## src/sv/rrbs_pkg.sv

```systemverilog
// ----------------------------------------------------------------------------
// rrbs_pkg
// Shared types and constants for the receive ring buffer with delimiter skip.
// ----------------------------------------------------------------------------
`timescale 1ns / 1ps
`default_nettype none

package rrbs_pkg;

    localparam int OP_W      = 2;
    localparam int BYTE_W    = 8;
    localparam int OCC_W     = 6;
    localparam int S_TDATA_W = 8;
    localparam int M_TDATA_W = 24;

    typedef enum logic [OP_W-1:0] {
        OP_WRITE  = 2'd0,
        OP_READ   = 2'd1,
        OP_SKIP   = 2'd2,
        OP_STATUS = 2'd3
    } op_t;

    typedef enum logic [2:0] {
        ST_IDLE,
        ST_EXEC,
        ST_SKIP_CMP,
        ST_SKIP_WAIT,
        ST_OUT
    } state_t;

    // Commands from the controller to the datapath.
    typedef struct packed {
        logic accept;
        logic exec;
        logic skip_step;
        logic load_out;
    } cmd_t;

    // Status from the datapath to the controller.
    typedef struct packed {
        op_t  op;
        logic count_zero;
        logic walk_end;
        logic out_free;
    } status_t;

endpackage

`default_nettype wire

```

## src/sv/rx_ring_buffer_with_skip_core.sv

```systemverilog
// Write, read and status words pass from the accept through the execute state
// to the output state, and m_tvalid rises once the output register is loaded.
// A skip pops one stored byte per compare state (none on an empty buffer), with
// a wait state between compares, as the byte store has a registered read port.
// Reset (rst_n low, asynchronous) empties the buffer, clears the pending skip
// and the output valid; the byte store itself is not cleared.
// ----------------------------------------------------------------------------
// rx_ring_buffer_with_skip_core
// Receive byte ring buffer holding DEPTH-1 bytes, with a skip-to-delimiter
// operation that can stay pending across later writes.
// ----------------------------------------------------------------------------
`timescale 1ns / 1ps
`default_nettype none

module rx_ring_buffer_with_skip_core #(
    parameter int DEPTH = 64
) (
    input  wire logic                           clk,
    input  wire logic                           rst_n,
    // Input words.
    input  wire logic                           s_tvalid,
    output logic                                s_tready,
    input  wire logic [rrbs_pkg::S_TDATA_W-1:0] s_tdata,  // [7:0] byte_value
    input  wire logic [rrbs_pkg::OP_W-1:0]      s_tuser,  // [1:0] operation
    // Result words.
    output logic                                m_tvalid,
    input  wire logic                           m_tready,
    // [7:0] read_byte, [13:8] occupancy, [14] was_empty, [15] write_dropped,
    // [16] skip_pending_out, [23:17] zero
    output logic      [rrbs_pkg::M_TDATA_W-1:0] m_tdata
);

    // The controller only sequences; the datapath holds all the state of the
    // buffer. They talk through one command and one status struct.
    rrbs_pkg::cmd_t    cmd;
    rrbs_pkg::status_t status;

    rrbs_ctrl u_ctrl (
        .clk      (clk),
        .rst_n    (rst_n),
        .s_tvalid (s_tvalid),
        .s_tready (s_tready),
        .status   (status),
        .cmd      (cmd)
    );

    // The datapath keeps the pointers, the skip flag and delimiter, and the
    // byte store. A skip walk compares one stored byte against the delimiter
    // each compare step and pops it; it ends on a match or when the buffer
    // runs empty, in which case the skip stays pending for later writes.
    rrbs_dp #(
        .DEPTH (DEPTH)
    ) u_dp (
        .clk      (clk),
        .rst_n    (rst_n),
        .s_tdata  (s_tdata),
        .s_tuser  (s_tuser),
        .m_tvalid (m_tvalid),
        .m_tready (m_tready),
        .m_tdata  (m_tdata),
        .cmd      (cmd),
        .status   (status)
    );

endmodule

`default_nettype wire

```

## src/sv/rrbs_ram.sv

```systemverilog
// ----------------------------------------------------------------------------
// rrbs_ram
// Generic single-write, single-read RAM with a registered read port.
// ----------------------------------------------------------------------------
`timescale 1ns / 1ps
`default_nettype none

module rrbs_ram #(
    parameter int WIDTH = 8,
    parameter int DEPTH = 64
) (
    input  wire logic                     clk,
    input  wire logic                     we,
    input  wire logic [$clog2(DEPTH)-1:0] waddr,
    input  wire logic [WIDTH-1:0]         wdata,
    input  wire logic [$clog2(DEPTH)-1:0] raddr,
    output logic      [WIDTH-1:0]         rdata
);

    logic [WIDTH-1:0] mem [DEPTH];
    logic [WIDTH-1:0] rdata_reg;

    always_ff @(posedge clk)
    begin
        if (we)
        begin
            mem[waddr] <= wdata;
        end
        rdata_reg <= mem[raddr];
    end

    assign rdata = rdata_reg;

endmodule

`default_nettype wire

```

## src/sv/rrbs_ctrl.sv

```systemverilog
// ----------------------------------------------------------------------------
// rrbs_ctrl
// Sequencer: accepts one word at a time, runs it and the skip walk, and
// hands the result to the output register.
// ----------------------------------------------------------------------------
`timescale 1ns / 1ps
`default_nettype none

module rrbs_ctrl (
    input  wire logic             clk,
    input  wire logic             rst_n,
    input  wire logic             s_tvalid,
    output logic                  s_tready,
    input  wire rrbs_pkg::status_t status,
    output rrbs_pkg::cmd_t        cmd
);

    rrbs_pkg::state_t state_reg;
    rrbs_pkg::state_t state_next;

    always_ff @(posedge clk or negedge rst_n)
    begin
        if (!rst_n)
        begin
            state_reg <= rrbs_pkg::ST_IDLE;
        end
        else
        begin
            state_reg <= state_next;
        end
    end

    always_comb
    begin
        state_next = state_reg;
        case (state_reg)
            rrbs_pkg::ST_IDLE:
            begin
                if (s_tvalid)
                begin
                    state_next = rrbs_pkg::ST_EXEC;
                end
            end
            rrbs_pkg::ST_EXEC:
            begin
                if (status.op == rrbs_pkg::OP_SKIP && !status.count_zero)
                begin
                    state_next = rrbs_pkg::ST_SKIP_CMP;
                end
                else
                begin
                    state_next = rrbs_pkg::ST_OUT;
                end
            end
            rrbs_pkg::ST_SKIP_CMP:
            begin
                state_next = status.walk_end ? rrbs_pkg::ST_OUT : rrbs_pkg::ST_SKIP_WAIT;
            end
            rrbs_pkg::ST_SKIP_WAIT:
            begin
                state_next = rrbs_pkg::ST_SKIP_CMP;
            end
            rrbs_pkg::ST_OUT:
            begin
                if (status.out_free)
                begin
                    state_next = s_tvalid ? rrbs_pkg::ST_EXEC : rrbs_pkg::ST_IDLE;
                end
            end
            default:
            begin
                state_next = rrbs_pkg::ST_IDLE;
            end
        endcase
    end

    always_comb
    begin
        s_tready      = (state_reg == rrbs_pkg::ST_IDLE) ||
                        (state_reg == rrbs_pkg::ST_OUT && status.out_free);
        cmd.accept    = s_tvalid && s_tready;
        cmd.exec      = (state_reg == rrbs_pkg::ST_EXEC);
        cmd.skip_step = (state_reg == rrbs_pkg::ST_SKIP_CMP);
        cmd.load_out  = (state_reg == rrbs_pkg::ST_OUT) && status.out_free;
    end

endmodule

`default_nettype wire

```

## src/sv/rrbs_dp.sv

```systemverilog
// ----------------------------------------------------------------------------
// rrbs_dp
// Datapath: pointers, skip state, byte store, result and output registers.
// ----------------------------------------------------------------------------
`timescale 1ns / 1ps
`default_nettype none

module rrbs_dp #(
    parameter int DEPTH = 64
) (
    input  wire logic                             clk,
    input  wire logic                             rst_n,
    input  wire logic [rrbs_pkg::S_TDATA_W-1:0]   s_tdata,
    input  wire logic [rrbs_pkg::OP_W-1:0]        s_tuser,
    output logic                                  m_tvalid,
    input  wire logic                             m_tready,
    output logic      [rrbs_pkg::M_TDATA_W-1:0]   m_tdata,
    input  wire rrbs_pkg::cmd_t                   cmd,
    output rrbs_pkg::status_t                     status
);

    localparam int PW = $clog2(DEPTH);
    localparam int CW = (PW > rrbs_pkg::OCC_W) ? PW : rrbs_pkg::OCC_W;
    localparam logic [PW-1:0] LAST = PW'(DEPTH - 1);

    rrbs_pkg::op_t                   op_reg;
    logic [rrbs_pkg::BYTE_W-1:0]     val_reg;
    logic [PW-1:0]                   count_reg;
    logic [PW-1:0]                   rp_reg;
    logic [PW-1:0]                   wp_reg;
    logic                            armed_reg;
    logic [rrbs_pkg::BYTE_W-1:0]     delim_reg;
    logic [rrbs_pkg::BYTE_W-1:0]     rbyte_reg;
    logic                            empty_reg;
    logic                            dropped_reg;
    logic                            out_valid_reg;
    logic [rrbs_pkg::M_TDATA_W-1:0]  out_data_reg;

    logic [PW:0]                     diff;
    logic [PW:0]                     diff_wrap;
    logic [PW-1:0]                   count_now;
    logic [PW-1:0]                   rp_inc;
    logic [PW-1:0]                   wp_inc;
    logic [rrbs_pkg::BYTE_W-1:0]     rdata;
    logic                            mem_we;
    logic                            full;
    logic                            match;
    logic [CW-1:0]                   count_ext;

    // Occupancy from the pointers; the store has DEPTH slots, one kept free.
    assign diff      = {1'b0, wp_reg} - {1'b0, rp_reg};
    assign diff_wrap = diff + (PW + 1)'(DEPTH);
    assign count_now = (wp_reg >= rp_reg) ? diff[PW-1:0] : diff_wrap[PW-1:0];

    assign rp_inc = (rp_reg == LAST) ? '0 : rp_reg + 1'b1;
    assign wp_inc = (wp_reg == LAST) ? '0 : wp_reg + 1'b1;
    assign full   = (wp_inc == rp_reg);
    assign match  = (rdata == val_reg);
    assign mem_we = cmd.exec && op_reg == rrbs_pkg::OP_WRITE && !armed_reg && !full;

    rrbs_ram #(
        .WIDTH (rrbs_pkg::BYTE_W),
        .DEPTH (DEPTH)
    ) u_ram (
        .clk   (clk),
        .we    (mem_we),
        .waddr (wp_reg),
        .wdata (val_reg),
        .raddr (rp_reg),
        .rdata (rdata)
    );

    always_ff @(posedge clk or negedge rst_n)
    begin
        if (!rst_n)
        begin
            rp_reg        <= '0;
            wp_reg        <= '0;
            armed_reg     <= 1'b0;
            delim_reg     <= '0;
            out_valid_reg <= 1'b0;
        end
        else
        begin
            if (cmd.exec)
            begin
                case (op_reg)
                    rrbs_pkg::OP_WRITE:
                    begin
                        if (armed_reg)
                        begin
                            if (val_reg == delim_reg)
                            begin
                                armed_reg <= 1'b0;
                            end
                        end
                        else if (!full)
                        begin
                            wp_reg <= wp_inc;
                        end
                    end
                    rrbs_pkg::OP_READ:
                    begin
                        if (count_reg != '0)
                        begin
                            rp_reg <= rp_inc;
                        end
                    end
                    rrbs_pkg::OP_SKIP:
                    begin
                        delim_reg <= val_reg;
                        if (count_reg == '0)
                        begin
                            armed_reg <= 1'b1;
                        end
                    end
                    default:
                    begin
                    end
                endcase
            end
            if (cmd.skip_step)
            begin
                rp_reg <= rp_inc;
                if (match)
                begin
                    armed_reg <= 1'b0;
                end
                else if (rp_inc == wp_reg)
                begin
                    armed_reg <= 1'b1;
                end
            end
            if (cmd.load_out)
            begin
                out_valid_reg <= 1'b1;
            end
            else if (m_tready)
            begin
                out_valid_reg <= 1'b0;
            end
        end
    end

    assign count_ext = CW'(count_reg);

    always_ff @(posedge clk)
    begin
        if (cmd.accept)
        begin
            op_reg    <= rrbs_pkg::op_t'(s_tuser);
            val_reg   <= s_tdata[rrbs_pkg::BYTE_W-1:0];
            count_reg <= count_now;
        end
        if (cmd.exec)
        begin
            rbyte_reg   <= '0;
            empty_reg   <= 1'b0;
            dropped_reg <= 1'b0;
            case (op_reg)
                rrbs_pkg::OP_WRITE:
                begin
                    dropped_reg <= armed_reg || full;
                end
                rrbs_pkg::OP_READ:
                begin
                    if (count_reg == '0)
                    begin
                        empty_reg <= 1'b1;
                    end
                    else
                    begin
                        rbyte_reg <= rdata;
                    end
                end
                default:
                begin
                end
            endcase
        end
        if (cmd.load_out)
        begin
            out_data_reg <= {7'd0, armed_reg, dropped_reg, empty_reg,
                             count_ext[rrbs_pkg::OCC_W-1:0], rbyte_reg};
        end
    end

    assign m_tvalid = out_valid_reg;
    assign m_tdata  = out_data_reg;

    always_comb
    begin
        status.op         = op_reg;
        status.count_zero = (count_reg == '0);
        status.walk_end   = match || (rp_inc == wp_reg);
        status.out_free   = !out_valid_reg || m_tready;
    end

endmodule

`default_nettype wire

```

## config.mk

```make
export PLATFORM = sky130hd
export DESIGN_NAME = rx_ring_buffer_with_skip_core
export DESIGN_NICKNAME = d
export VERILOG_FILES = /design/src/sv/rrbs_pkg.sv /design/src/sv/rx_ring_buffer_with_skip_core.sv /design/src/sv/rrbs_ram.sv /design/src/sv/rrbs_ctrl.sv /design/src/sv/rrbs_dp.sv
export SDC_FILE = /design/constraint.sdc
export NUM_CORES = 1
export LEC_CHECK = 0
export BUFFER_PORTS_ARGS = -buffer_cell sky130_fd_sc_hd__buf_2
export CORE_MARGIN = 5
export CORE_UTILIZATION = 50
export DETAILED_ROUTE_END_ITERATION = 8
export GPL_ROUTABILITY_DRIVEN = 1
export GPL_TIMING_DRIVEN = 0
export PLACE_DENSITY_LB_ADDON = 0.12
export SLEW_MARGIN = 20
export SYNTH_ARGS = -nofsm -noshare
export SYNTH_HDL_FRONTEND = slang
export SYNTH_SLANG_ARGS = --single-unit
```

## constraint.sdc

```tcl
create_clock -name clk -period 3.26 [get_ports clk]
set_input_delay 0.163 -clock clk [delete_from_list [all_inputs] [get_ports clk]]
set_output_delay 0.163 -clock clk [all_outputs]
set_load 0.05 [all_outputs]
```

==> summary.md <==
| Metric | Value |
|---|---|
| ANT cells | 0 |
| Hold WS | ~110 ps |
| Peak VDD IR | 0.0004958 V |
| CTS tree | yes |
| Metal2 WL | roughly 26000 um |
| Final net count | between 1000 and 1500 |
| Site Rows | 79 |
| Leak | roughly 8.7 nW |
| Largest net degree at the start of global routing | 28 |
| Syn Inst Count | around 1100 |
| Met3 wire length | 3637 um |
| Cts bufs inserted | 58 |
| FF-to-FF path depth | 9 |
| Outcome | completed |
| HPWL Detailed | 35590 um |
| Most Frequent Cell on Critical Path | buf_4 |
| Register bit total from synthesis | slightly below 600 |
| Critical Path RT | roughly 3600 ps |
| Post-route DRC | 0 |
| Biggest register | u_dp.u_ram.mem |
| Slowest stage delay, CP | roughly 500 ps |
| Sw Ratio | 29.91% |
| Drt via density | approximately 6 |
| Routed Wire Length | about 53000 um |
| Ys flop type | edfxtp_1 |
| Net Sw Power | between 6 and 7 mW |
| FILL cells | 3341 |
| Max Clock Freq | between 300 and 400 MHz |
| All-Layer GR Usage | a little over a fifth |
| Endpoint arrival time on the critical path | approximately 3500 ps |
| Metal-1 WL | approximately 22000 um |
| Root Buffer | clkbuf_16 |
| Mapped Area | roughly 0.023 mm^2 |
| Clk_skew | 13.70 ps |
| Min cycle time layout | ~3100 ps |
| Clk_lat worst skew | 610 ps |
| RSZ-0062 raised after global routing | yes |
| DR top layer | met4 |
| Vias in the first global route | between 10000 and 15000 |
| Critical path peak fanout | 9 |
| Synth top area share | 71.87% |
| Largest cells by area after synthesis | edfxtp_1 (72%), mux4_2 (14%), dfrtp_1 (2.7%) |
| Drt wl/cell | roughly 27 um |
| Worst reg2reg setup slack | about 120 ps |
| DRT Pass-1 Iters | 5 |
| Grt total ovfl | 0 |
| Vias | approximately 11000 |
| TritonCTS sink count | between 500 and 600 |
| Layout cells sized above 1 | between 30% and 40% |
| Clock slew at reported path FFs | 60 ps |
| Hold crit path type | primary input to async pin |
| Yosys cell types | 52 |
| Max-cap violations | 0 |
| Reg-to-Reg Start | u_dp.wp_reg[2] |
| Antenna Nets Post-Route | 0 |
| Final setup margin | ~120 ps |
| Buffer levels on the longest clock path | 3 |
| Area of the multi-input gates | 0.005848 mm^2 |
| Relative slew slack | 29.68% |
| Starting Density | between 50 and 60% |
| Chip Width | 225.4 um |
| Worst setup EP type | flip-flop |
| Reg-to-reg endpoint | u_dp.u_ram.mem[14][6] |
| I/O pins | 40 |
| Sequential fraction of design power | 42.3% |
| # H-tree levels | 2 |
| Combinational share of power | approximately 28% |
| Sequential Area | between 0.015 and 0.02 mm^2 |
| Final setup TNS | 0 ps |
| Slowest stage cell, crit path | o211ai_1 |
| Ys async rst share | 4.252% |
| Final slew viol count | 0 |
| Place WS | -360.5 ps |
| 1st-iter DRT viols | around 1300 |
| Post-synthesis sequential area ratio | 75.26% |
| Placer Congestion | about 0.84 |
| Vert. Die Dim | about 230 um |
| Endpoints failing setup | 0 |
| Cells along the critical path | buf_2 > nand3_1 > or3_1 > nand2_1 > mux2_2 > o211ai_1 > buf_4 > buf_4 > nor2_4 |
| Largest register FFs | a little over 500 |
| Pwr dens | 815.7 mW/mm^2 |
| Synthesis Warnings | 0 |
| Synth-to-layout area growth | 17.18% |
| Critical path class | flip-flop to flip-flop |
| Number of antenna violations at the first check in global routing | 0 |
| Mean post-synth cell area | just over 20 um^2 |
| Port buffer count | 32 |
| Core Region | between 0.04 and 0.05 mm^2 |
| EDFF count, synth | ~560 |
| Period utilization | just under 100% |
| Int Power | around 16 mW |
| Top cell type by total area after synthesis | edfxtp_1 |
| Clock Power Share | a little under 30% |
| First-pass GRT wire length | 77550 um |
| DIE AREA | approximately 0.05 mm^2 |
| Hold Vio Cnt, Final | 0 |
| Worst slew pin tran | between 1000 and 1500 ps |
| Crit start category | flip-flop |
[layout make-up]
type	count	share of cell area (%)
plain buffers	59	1.119
well taps	607	2.795
flip-flops and latches	588	64.23
clock buffers	66	5.530
clock inverters	35	1.239
inverters	14	0.2072
multi-input cells	486	21.52
repair buffers	83	3.361
[cell usage in the layout, fill, tap and decap left out, types with 19 or more instances in the layout]
| cell type | count |
|---|---|
| edfxtp_1 | 555 |
| mux4_2 | 144 |
| clkbuf_16 | 59 |
| buf_2 | 52 |
| nor2_4 | 42 |
| nand2_1 | 27 |
| clkbuf_1 | 25 |
| dfrtp_1 | 25 |
| nor2_1 | 21 |
| xnor2_1 | 21 |
| nor2_2 | 19 |
| buf_8 | 19 |
[repair_timing]
item	in CTS	in global routing
pin swaps	1	7
hold buffers	13	0
gates resized for setup	71	47
endpoints found under the setup margin	514	498
buffers inserted	1	9
hold endpoints to repair	37	0
cloned	0	0
[metrics by stage]
stage | area [um^2] | instances | utilization [%] | power, mW
2_1_floorplan | 23210 | 1147 | - | 13.54
3_3_place_gp | 24130 | 1786 | 52.16 | 15.48
3_5_place_dp | 24600 | 1814 | 53.19 | 15.71
4_1_cts | 26800 | 1929 | 57.93 | 22.28
5_1_grt | 27170 | 1938 | 58.74 | 23.04
6_report | 27170 | 1938 | 58.74 | 22.16
[kinds of logic after synthesis]
logic type      after synthesis  synth area share [%]
mux                         172                 15.25
xor+xnor                     35                 1.322
fa+ha+maj                     8                0.4640
compound gates               92                 2.779
flops                       588                 75.26
other cells                   1               0.01617
simple gates                172                 3.389
buf+inv                      73                 1.516
[power groups by stage]
stage | sequential [mW] | combinational [mW] | clock [mW]
2_1_floorplan | 9.81 | 3.73 | 0
3_3_place_gp | 9.95 | 5.54 | 0
3_5_place_dp | 9.53 | 6.18 | 0
4_1_cts | 9.38 | 6.25 | 6.65
5_1_grt | 9.43 | 6.64 | 6.98
6_report | 9.38 | 6.25 | 6.53
[critical path, delay by kind of cell (launching register included)]
kind,cells,cell delay [ps]
compound gates,1,500
buf+inv,3,750
flops,1,350
mux,1,370
simple gates,4,860
[synthesized netlist by cell type (14+ instances only)]
cell type / instances
edfxtp_1: 555
o21ai_0: 18
xnor2_1: 21
clkbuf_1: 19
nand2_1: 27
mux4_2: 144
xor2_1: 14
dfrtp_1: 25
nand3_1: 14
buf_2: 20
mux2i_1: 17
nor2_1: 82
[worst max-delay path by stage]
| stage | slack, ps | depth (start not counted) | startpoint | endpoint |
|---|---|---|---|---|
| floorplan | 690 | 8 | u_dp.wp_reg[1] | u_dp.u_ram.mem[13][0] |
| global placement | -690 | 7 | u_dp.wp_reg[1] | u_dp.u_ram.mem[62][2] |
| detailed placement | -360 | 7 | u_ctrl.state_reg[0] | u_dp.u_ram.mem[61][5] |
| CTS | -170 | 8 | u_dp.wp_reg[1] | u_dp.u_ram.mem[42][0] |
| global route | -40 | 7 | u_ctrl.state_reg[0] | u_dp.u_ram.mem[54][6] |
| finish | 120 | 9 | u_dp.wp_reg[2] | u_dp.u_ram.mem[14][6] |
[metal layers]
layer,up-vias,global-route usage (%)
li1,4969,-
met1,5995,30.05
met2,393,33.28
met3,84,4.846
met4,0,5.896
met5,-,0
Note: power is estimated with default switching activity, not from simulation.
